==> src/hcld_pkg.sv <==
// ----------------------------------------------------------------------------
// hcld_pkg
// Shared types, constants and helper functions for the hex command line
// decoder.
// ----------------------------------------------------------------------------
package hcld_pkg;

  localparam int unsigned LINE_DEPTH     = 256;
  localparam int unsigned KEPT_POSITIONS = 10;
  localparam int unsigned KEEP_LIMIT     =
    (LINE_DEPTH < KEPT_POSITIONS) ? LINE_DEPTH : KEPT_POSITIONS;
  localparam int unsigned FILL_W         = $clog2(KEPT_POSITIONS + 1);
  localparam int unsigned IDX_W          = $clog2(KEPT_POSITIONS);

  localparam logic [7:0] CHAR_TERM   = 8'h3B;  // ';'
  localparam logic [7:0] CHAR_PREFIX = 8'h47;  // 'G'
  localparam logic [7:0] CHAR_NUL    = 8'h00;

  // Command numbers, matched as decimal values of the hex-decoded field.
  localparam logic [15:0] CMD_PWR_ON    = 16'd1;
  localparam logic [15:0] CMD_PWR_OFF   = 16'd2;
  localparam logic [15:0] CMD_FET_ON    = 16'd3;
  localparam logic [15:0] CMD_FET_OFF   = 16'd4;
  localparam logic [15:0] CMD_VOLT      = 16'd21;
  localparam logic [15:0] CMD_CURRENT   = 16'd22;
  localparam logic [15:0] CMD_TEMP      = 16'd23;
  localparam logic [15:0] CMD_SET_LIMIT = 16'd33;
  localparam logic [15:0] CMD_RD_SERIAL = 16'd10;
  localparam logic [15:0] CMD_WR_SERIAL = 16'd11;
  localparam logic [15:0] CMD_STATS     = 16'd12;

  typedef enum logic [3:0] {
    ACT_PWR_ON     = 4'd0,
    ACT_PWR_OFF    = 4'd1,
    ACT_FET_ON     = 4'd2,
    ACT_FET_OFF    = 4'd3,
    ACT_VOLT       = 4'd4,
    ACT_CURRENT    = 4'd5,
    ACT_TEMP       = 4'd6,
    ACT_SET_LIMIT  = 4'd7,
    ACT_RD_SERIAL  = 4'd8,
    ACT_WR_SERIAL  = 4'd9,
    ACT_STATS      = 4'd10,
    ACT_UNKNOWN    = 4'd11,
    ACT_BAD_PREFIX = 4'd12
  } action_e;

  typedef logic [KEPT_POSITIONS-1:0][7:0] line_t;

  typedef struct packed {
    logic fet_led;
    logic power_led;
    logic charge_fet;
    logic power_enable;
  } pin_t;

  typedef struct packed {
    action_e     action;
    logic [15:0] argument;
    pin_t        pins;
  } result_t;

  // Uppercase hex digit value; anything else counts as zero.
  function automatic logic [3:0] hex_value(input logic [7:0] c);
    logic [7:0] v;
    v = 8'd0;
    if (c >= 8'd48 && c <= 8'd57) begin
      v = c - 8'd48;
    end else if (c >= 8'd65 && c <= 8'd70) begin
      v = c - 8'd55;
    end
    return v[3:0];
  endfunction

endpackage

==> src/hex_command_line_decoder.sv <==
// ----------------------------------------------------------------------------
// hex_command_line_decoder
// Character-at-a-time command line decoder with pin control outputs.
// ----------------------------------------------------------------------------
// Each accepted transaction on the input channel carries one received byte.
// Bytes are captured in an input register and from there appended to
// a ten-position line store (zero bytes and bytes past the kept positions
// are dropped). A ';' closes the line: the store is decoded in that same
// cycle, the power-enable and charge-FET levels with their LEDs are updated,
// and one result transaction (action code, argument, pin levels) is loaded
// into the output register while the store is cleared. Any other byte
// produces no result. The block takes one byte per cycle unless a ';' is
// stalled; the result of a ';' goes through the input and output registers.
// Only the output register stalls: while it holds a result that has not
// been taken, a ';' waits in the input register and holds off the input
// channel until the result is taken. Other bytes never wait on the output.
module hex_command_line_decoder (
  input  logic        clk_i,
  input  logic        rst_ni,
  input  logic        in_valid_i,
  output logic        in_ready_o,
  input  logic [7:0]  character_i,
  output logic        out_valid_o,
  input  logic        out_ready_i,
  output logic [3:0]  action_o,
  output logic [15:0] argument_o,
  output logic        power_enable_o,
  output logic        charge_fet_o,
  output logic        power_led_o,
  output logic        fet_led_o
);
  import hcld_pkg::*;

  // Input register.
  logic       in_vld_q, in_vld_d;
  logic [7:0] in_char_q;

  // Pin levels and output register.
  pin_t    pins_q;
  result_t out_q;
  logic    out_vld_q, out_vld_d;

  logic    is_term;
  logic    out_free;
  logic    advance;
  logic    in_fire;
  line_t   line;
  result_t dec;

  assign is_term  = (in_char_q == CHAR_TERM);
  assign out_free = !out_vld_q || out_ready_i;
  // A non-terminator byte never needs the output register.
  assign advance  = in_vld_q && (!is_term || out_free);
  assign in_ready_o = !in_vld_q || advance;
  assign in_fire  = in_valid_i && in_ready_o;

  hcld_line_store u_store (
    .clk_i   (clk_i),
    .rst_ni  (rst_ni),
    .push_i  (advance && !is_term),
    .clear_i (advance && is_term),
    .char_i  (in_char_q),
    .line_o  (line)
  );

  hcld_decode u_decode (
    .line_i   (line),
    .pins_i   (pins_q),
    .result_o (dec)
  );

  always_comb begin
    in_vld_d = in_vld_q;
    if (in_fire) begin
      in_vld_d = 1'b1;
    end else if (advance) begin
      in_vld_d = 1'b0;
    end
  end

  always_comb begin
    out_vld_d = out_vld_q;
    if (advance && is_term) begin
      out_vld_d = 1'b1;
    end else if (out_ready_i) begin
      out_vld_d = 1'b0;
    end
  end

  always_ff @(posedge clk_i or negedge rst_ni) begin
    if (!rst_ni) begin
      in_vld_q  <= 1'b0;
      out_vld_q <= 1'b0;
      pins_q    <= '0;
    end else begin
      in_vld_q  <= in_vld_d;
      out_vld_q <= out_vld_d;
      if (advance && is_term) begin
        pins_q <= dec.pins;
      end
    end
  end

  // Payload registers, no reset needed.
  always_ff @(posedge clk_i) begin
    if (in_fire) begin
      in_char_q <= character_i;
    end
    if (advance && is_term) begin
      out_q <= dec;
    end
  end

  assign out_valid_o    = out_vld_q;
  assign action_o       = out_q.action;
  assign argument_o     = out_q.argument;
  assign power_enable_o = out_q.pins.power_enable;
  assign charge_fet_o   = out_q.pins.charge_fet;
  assign power_led_o    = out_q.pins.power_led;
  assign fet_led_o      = out_q.pins.fet_led;

endmodule

==> src/hcld_line_store.sv <==
// ----------------------------------------------------------------------------
// hcld_line_store
// Holds the first positions of the current command line and the fill count.
// ----------------------------------------------------------------------------
module hcld_line_store (
  input  logic           clk_i,
  input  logic           rst_ni,
  input  logic           push_i,
  input  logic           clear_i,
  input  logic [7:0]     char_i,
  output hcld_pkg::line_t line_o
);
  import hcld_pkg::*;

  line_t             chars_q, chars_d;
  logic [FILL_W-1:0] fill_q, fill_d;
  logic              keep;

  // Zero bytes are never stored, since zero marks an empty position.
  assign keep = push_i && (char_i != CHAR_NUL) && (fill_q < FILL_W'(KEEP_LIMIT));

  always_comb begin
    chars_d = chars_q;
    fill_d  = fill_q;
    if (clear_i) begin
      chars_d = '0;
      fill_d  = '0;
    end else if (keep) begin
      chars_d[fill_q[IDX_W-1:0]] = char_i;
      fill_d = fill_q + FILL_W'(1);
    end
  end

  always_ff @(posedge clk_i or negedge rst_ni) begin
    if (!rst_ni) begin
      chars_q <= '0;
      fill_q  <= '0;
    end else begin
      chars_q <= chars_d;
      fill_q  <= fill_d;
    end
  end

  assign line_o = chars_q;

endmodule

==> src/hcld_decode.sv <==
// ----------------------------------------------------------------------------
// hcld_decode
// Decodes a finished command line into an action, an argument and the new
// pin levels.
// ----------------------------------------------------------------------------
module hcld_decode (
  input  hcld_pkg::line_t   line_i,
  input  hcld_pkg::pin_t    pins_i,
  output hcld_pkg::result_t result_o
);
  import hcld_pkg::*;

  logic [15:0] number;
  logic [15:0] arg;

  assign number = {hex_value(line_i[1]), hex_value(line_i[2]),
                   hex_value(line_i[3]), hex_value(line_i[4])};
  assign arg    = {hex_value(line_i[6]), hex_value(line_i[7]),
                   hex_value(line_i[8]), hex_value(line_i[9])};

  always_comb begin
    result_o.argument = arg;
    result_o.pins     = pins_i;
    result_o.action   = ACT_BAD_PREFIX;
    if (line_i[0] == CHAR_PREFIX) begin
      case (number)
        CMD_PWR_ON: begin
          result_o.action             = ACT_PWR_ON;
          result_o.pins.power_enable  = 1'b1;
          result_o.pins.power_led     = 1'b1;
        end
        CMD_PWR_OFF: begin
          result_o.action             = ACT_PWR_OFF;
          result_o.pins.power_enable  = 1'b0;
          result_o.pins.power_led     = 1'b0;
        end
        CMD_FET_ON: begin
          result_o.action             = ACT_FET_ON;
          result_o.pins.charge_fet    = 1'b1;
          result_o.pins.fet_led       = 1'b1;
        end
        CMD_FET_OFF: begin
          result_o.action             = ACT_FET_OFF;
          result_o.pins.charge_fet    = 1'b0;
          result_o.pins.fet_led       = 1'b0;
        end
        CMD_VOLT:      result_o.action = ACT_VOLT;
        CMD_CURRENT:   result_o.action = ACT_CURRENT;
        CMD_TEMP:      result_o.action = ACT_TEMP;
        CMD_SET_LIMIT: result_o.action = ACT_SET_LIMIT;
        CMD_RD_SERIAL: result_o.action = ACT_RD_SERIAL;
        CMD_WR_SERIAL: result_o.action = ACT_WR_SERIAL;
        CMD_STATS:     result_o.action = ACT_STATS;
        default:       result_o.action = ACT_UNKNOWN;
      endcase
    end
  end

endmodule

==> config.mk <==
export PLATFORM = sky130hd
export DESIGN_NAME = hex_command_line_decoder
export DESIGN_NICKNAME = d
export VERILOG_FILES = /design/src/hcld_pkg.sv /design/src/hex_command_line_decoder.sv /design/src/hcld_line_store.sv /design/src/hcld_decode.sv
export SDC_FILE = /design/constraint.sdc
export NUM_CORES = 1
export LEC_CHECK = 0
export BUFFER_PORTS_ARGS = -buffer_cell sky130_fd_sc_hd__buf_2
export CORE_UTILIZATION = 65
export CTS_CLUSTER_DIAMETER = 100
export DETAILED_ROUTE_END_ITERATION = 10
export PLACE_DENSITY = 0.95
export SYNTH_ARGS = -nofsm -noshare
export SYNTH_HDL_FRONTEND = slang
export SYNTH_SLANG_ARGS = --single-unit
==> constraint.sdc <==
create_clock -name clk_i -period 7.3 [get_ports clk_i]
set_clock_uncertainty 0.1 [all_clocks]
set_input_delay 1.095 -clock clk_i [delete_from_list [all_inputs] [get_ports clk_i]]
set_output_delay 1.095 -clock clk_i [all_outputs]
set_load 0.005 [all_outputs]
Yosys cells after proc, flatten, opt, wreduce, memory -nomap -nowiden --
Index checks and enable logic that the tools add are counted.
Word-level totals: output and inout bits 26, bits of input ports 12, word-level logic and storage cells 155, bits in registers 122
Operators by class: reduce and logical (&&, ||, !) cells 33, equality and inequality tests 13, mux-type cells 33, magnitude comparators 35, $add $sub $neg 17
Operators with widths (number):
- $mux 80 | 2
- $bwmux 80 | 1
- $mux 4 | 19
- $ge 8x6->1 const B | 8
- $ge 8x7->1 const B | 8
- $le 8x6->1 const B | 8
- $le 8x7->1 const B | 8
- $eq 16x4->1 const B | 3
- $eq 16x5->1 const B | 3
- $pmux 4 s11 | 1
- $demux 8 s4 | 1
- $eq 16x2->1 const B | 2
- $sub 4x1->4 const B | 8
- $sub 4x3->4 const B | 8
- $logic_and 1x1->1 | 23
- $eq 16x1->1 const B | 1
- $eq 16x3->1 const B | 1
- $eq 16x6->1 const B | 1
- $eq 8x6->1 const B | 1
- $eq 8x7->1 const B | 1
- $mux 8 | 1
- $pmux 1 s2 | 4
- $reduce_bool 8->1 | 1
- $reduce_bool 2->1 | 3
- other kinds (7) | 14

Logic depth before layout (Yosys ltp) --
word-level depth 9, mapped depth 11, depth with buffers taken out 9

Modules after synthesis --
From an unflattened synthesis, not the netlist that was laid out.
Second synthesis, totals: cell total of the unflattened synthesis 584, area, all modules 6483.7 sq um
By module, submodules not included:
- hcld_line_store | sequential area each 2102.0 sq um, area each 3762.4 sq um, cells an instance 315, instances 1
- hcld_decode | sequential area each 0.0 sq um, area each 1463.9 sq um, cells an instance 215, instances 1
- hex_command_line_decoder | sequential area each 1111.1 sq um, area each 1257.5 sq um, cells an instance 54, instances 1

Worst setup path after synthesis --
Ideal clock, no wire load.
path kind input-to-reg, start point input port out_ready_i, end point register out_q, in the netlist action_o[0] (enable), setup slack 4.453 ns, data required time 6.802 ns, data arrival time 2.349 ns, stages 4, buffers on the path 1, setup time 0.398 ns, path through nand2b_1 -> nand3_1 -> inv_2 -> clkbuf_1
Between the ends: word-level cells in the longest chain between the ends 4
Ends and longest elaborated chain:
- from (decl) | line hex_command_line_decoder.sv:24 | input logic out_ready_i,
- $logic_or 1x1->1 | line hex_command_line_decoder.sv:51 | assign out_free = !out_vld_q || out_ready_i;
- $logic_or 1x1->1 | line hex_command_line_decoder.sv:53 | assign advance = in_vld_q && (!is_term || out_free);
- $logic_and 1x1->1 | line hex_command_line_decoder.sv:53
- $logic_and 1x1->1 | line hex_command_line_decoder.sv:109 | if (advance && is_term) begin
- to (signal assigned) | line hex_command_line_decoder.sv:110 | out_q <= dec;
- to (decl) | line hex_command_line_decoder.sv:40 | result_t out_q;
No other way between the ends. A chain may end at the register's enable or synchronous reset.

Final worst setup path --
start point register in_char_q[1], end point register u_store.chars_q, in the netlist u_store.line_o[4]
Between the ends: word-level cells in the longest chain between the ends 8, elaborated cells on any way between the ends 11, classes of those cells eq/ne (1); mux (1); reduce/logical (9)
Ends and longest elaborated chain:
- from (decl) | line hex_command_line_decoder.sv:36 | logic [7:0] in_char_q;
- from (signal assigned) | line hex_command_line_decoder.sv:107 | in_char_q <= character_i;
- $eq 8x6->1 | line hex_command_line_decoder.sv:50 | assign is_term = (in_char_q == CHAR_TERM);
- $logic_not 1->1 | line hex_command_line_decoder.sv:53, hex_command_line_decoder.sv:60
- $logic_or 1x1->1 | line hex_command_line_decoder.sv:53
- $logic_and 1x1->1 | line hex_command_line_decoder.sv:53
- $logic_and 1x1->1 | line hex_command_line_decoder.sv:60 | .push_i (advance && !is_term),
- $logic_and 1x1->1 (2 in a row) | line hcld_line_store.sv:20 | assign keep = push_i && (char_i != CHAR_NUL) && (fill_q < FILL_W'(KEEP_LIMIT));
- $reduce_bool 2->1 (no line)
- to (signal assigned) | line hcld_line_store.sv:39 | chars_q <= chars_d;
- to (decl) | line hcld_line_store.sv:15 | line_t chars_q, chars_d;
Several ways; a longest one is shown, not always the timed one.

==> flow_results.org <==
** Outcome
- The run finished with clean final reports.

** Critical path
- The setup check on the worst reg-to-reg path leaves a slack of 3.88 ns.
- STA classifies the critical path startpoint as a register.
- CP Data Required Time :: 7.56 ns
- Category of the worst setup path capture point :: register
- The worst register-to-register path begins at in_char_q[1].
- Maximum fanout along the worst path :: 18
- Arrival time worst endpoint :: 3.68 ns
- The number of cells on the worst reg-to-reg path is 7.
- The worst setup path is of the reg2reg kind.
- Capture point of the worst reg-to-reg path :: u_store.line_o[4]

** GRT
- Pin count of the biggest net entering global routing :: 83
- The first global-routing pass estimated 24000 um of wire.
- Via count of the first global-routing pass :: 4976
- The initial antenna violation count came to 0.
- Total Routing Usage GR :: 32.3%
- The total overflow left after global routing is 0.

** Clocking
- TritonCTS created 17 clock buffers.
- Num Clock Sinks :: 114
- Resized Gates After CTS :: 0
- After clock tree synthesis, the setup repair step added 0 buffers.
- CTS built an H-tree with a depth of 4.
- The cell sitting at the root of the clock tree is a sky130_fd_sc_hd__clkbuf_8.
- Clock latency on the worst-skew pair, taken at its later pin, is 0.52 ns.
- Maximum number of buffers from clock root to sink :: 2
- Clock-pin slew was measured on the worst setup and hold paths at 0.06 ns.
- TritonCTS built the clock tree.
- In this run, post-CTS hold repair placed 0 buffers.

** STA
- Final sum of negative setup slack :: 0 ns
- The final-report max-slew violation count is 0.
- Subtracting the final worst setup slack from the clock period gives 3.42 ns.
- Setup repair after global routing left no endpoint under its margin.
- Top achievable clock speed :: 292 MHz
- Final hold viol count :: 0
- Setup violation total in the final timing report :: 0
- Worst Tran Pin Value :: 1.20 ns
- Dividing the final minimum period by the clock period gives 46.9%.
- The worst pin sits at a relative slew slack of 18.0%.

** Yosys
- Post-Synthesis Cells :: 586
- Among all cell types in the netlist, the one instantiated most often is sky130_fd_sc_hd__dfrtp_1.
- Number of synthesized flops with an enable pin :: 32
- Yosys attributes the largest share of cell area to sky130_fd_sc_hd__dfrtp_1 (34%), sky130_fd_sc_hd__edfxtp_1 (16%), sky130_fd_sc_hd__ha_1 (6.6%).
- The share of the Yosys chip area taken by registers is 49.6%.
- Counting flops and latches in the post-synthesis netlist gives 114.
- Syn_nets :: 630
- Prevailing post-synth register cell :: sky130_fd_sc_hd__dfrtp_1
- Top-area cell type share of the netlist area :: 33.8%
- Count of unique library cells instantiated by Yosys :: 70
- Sorting the synthesized cells by how often they occur yields sky130_fd_sc_hd__dfrtp_1 (82), sky130_fd_sc_hd__nand3_1 (53), sky130_fd_sc_hd__nor2_1 (53), sky130_fd_sc_hd__o21ai_0 (45).
- After synthesis, the share of flip-flops with an asynchronous set or reset is 71.9%.
- YS warnings :: 0
- The cell area that synthesis handed to floorplanning was 6080 um^2.
- Post-Syn Area per Cell :: 10.4 um^2
- Yosys top cell by area :: sky130_fd_sc_hd__dfrtp_1

** Hold path
- Min-delay worst type :: reg2reg
- Hold Path Stages :: 2
- The worst hold path begins at in_vld_q.
- Hold worst-path end :: out_valid_o

** Die
- The initial utilization of the core area, before any placement, comes to 68.4%.
- Core Rows :: 34
- Floorplan die area :: 9740 um^2
- Core area :: 8890 um^2
- Height of the die :: 98.7 um
- Die Wd :: 98.7 um
- During I/O placement, the number of pins put on the boundary was 38.

** Detailed routing
- For this block, the initial DRC count from the detailed router was 549.
- Total vias in the final route :: 4964
- The first TritonRoute pass finished after 5 iterations.
- The detail route stage leaves a number of antenna-violating nets equal to 0.
- Post-route DRC violation count :: 0
- Detail-routed net length per standard cell :: 20.1 um
- Routed Wire Length :: 14700 um
- Via density per instance :: 6.76

** Finish
- With fillers left out, the area of the finished cells amounts to 6840 um^2.
- Final cell utilization of the core :: 77.0%
- Fraction of layout instances using a drive strength above 1 :: 14.4%
- The repair_antennas step left the layout with diodes totalling 0.
- The finished layout holds 734 standard cells, fillers aside.
- Compared with the post-synthesis result, the final layout area differs by 12.6%.
- The net count of the finished layout is 657.

** Power and ir drop
- Fraction of power spent switching nets :: 32.7%
- Leakage power figure :: 0.00315 uW
- The share of total power dissipated in the clock network is 37.7%.
- Summing internal, switching and leakage power gives 2110 uW.
- In this run, flip-flops and latches consume 43.9% of the power.
- Pint :: 1420 uW
- PwrDens :: 308 nW/um^2
- Summed over all nets, the switching power comes to 690 uW.
- Across the VDD grid, the largest voltage drop is 0.000208 V.
- Share of total power in combinational logic :: 18.4%

** Placed design
- Buffers added on ports :: 37
- Placed Instances :: 702
- In this run the cell area measured after placement is 6270 um^2.
- Detailed Place HPWL :: 8600 um
- Final Wtd Congestion :: 0.854

** Run
- Across the run, the number of max-cap violations was 0.
area by class of cell:
class	count	area, um^2
clock buffers	17	414
clock inverters	15	159
fillers	515	2050
inverters	33	124
multi-input cells	408	2800
flip-flops and latches	114	3010
well taps	108	135
repair buffers	39	203
metal layers:
layer	vias up	GRT usage, %	share of wire (%)
met2	306	54.3	50
met1	2374	37.3	37
li1	2189	-	-
met3	95	7.23	7.8
met4	0	21.2	5.4
met5	-	0	0
flip-flops by register name, summed over array words and instances, names as in the netlist:
signal / count
u_store.fill_q: 4
charge_fet_o: 1
out_valid_o: 1
action_o: 4
power_led_o: 1
in_char_q: 8
in_vld_q: 1
fet_led_o: 1
argument_o: 16
u_store.line_o: 72
power_enable_o: 1
pins_q: 4
kinds of logic (layout without fill, tap and decap cells):
kind of cell,count (synthesis),in the layout,synth area share (%)
AND/OR/NAND/NOR,209,209,19.0
flip-flops,114,114,49.6
AO/OA/AOI/OAI,129,129,14.2
XOR/XNOR,3,3,0.432
adder cells (fa/ha/maj),32,32,6.59
multiplexers,35,35,5.81
buffers and inverters,64,104,4.43
stage by stage:
stage               hold WS, ns  setup WS [ns]
CTS                       0.419           3.99
floorplan                 0.361           4.45
global route              0.443           3.65
global placement          0.376           4.15
finish                    0.424           3.88
detailed placement        0.403           4.09
worst max-delay path by stage:
stage / startpoint / endpoint / slack, ns / cells after the start
finish: in_char_q[1] / u_store.line_o[4] / 3.88 / 7
global route: in_char_q[1] / u_store.line_o[6] / 3.65 / 7
CTS: in_char_q[7] / in_ready_o / 3.99 / 6
detailed placement: out_ready_i / argument_o[4] / 4.09 / 6
global placement: out_ready_i / argument_o[7] / 4.15 / 6
floorplan: out_ready_i / action_o[0] / 4.45 / 4
power groups by stage:
stage / clock [uW] / combinational, uW / sequential (uW)
5_1_grt: 820 / 431 / 935
3_3_place_gp: 0 / 328 / 907
4_1_cts: 798 / 381 / 916
6_report: 794 / 388 / 925
2_1_floorplan: 0 / 304 / 864
3_5_place_dp: 0 / 359 / 918
cells in the final DEF (no fill, tap or decap), types with 26 or more instances in the layout:
cell type	n
sky130_fd_sc_hd__dfrtp_1	82
sky130_fd_sc_hd__nand3_1	53
sky130_fd_sc_hd__nor2_1	53
sky130_fd_sc_hd__o21ai_0	45
sky130_fd_sc_hd__buf_2	36
sky130_fd_sc_hd__nand2_1	33
sky130_fd_sc_hd__mux2i_1	33
sky130_fd_sc_hd__inv_1	32
sky130_fd_sc_hd__ha_1	32
sky130_fd_sc_hd__edfxtp_1	32
sky130_fd_sc_hd__a21oi_1	26
worst max-delay path: stages (launching register included):
cell and delay [ns]:
sky130_fd_sc_hd__edfxtp_1 0.68, sky130_fd_sc_hd__or4_1 0.23, sky130_fd_sc_hd__nor3_1 0.07, sky130_fd_sc_hd__nor4_1 0.46, sky130_fd_sc_hd__nor2b_1 0.96, sky130_fd_sc_hd__nand2_1 0.46
sky130_fd_sc_hd__nand2_1 0.21, sky130_fd_sc_hd__a21oi_1 0.09
No activity file was read; power rests on OpenSTA's default activity.
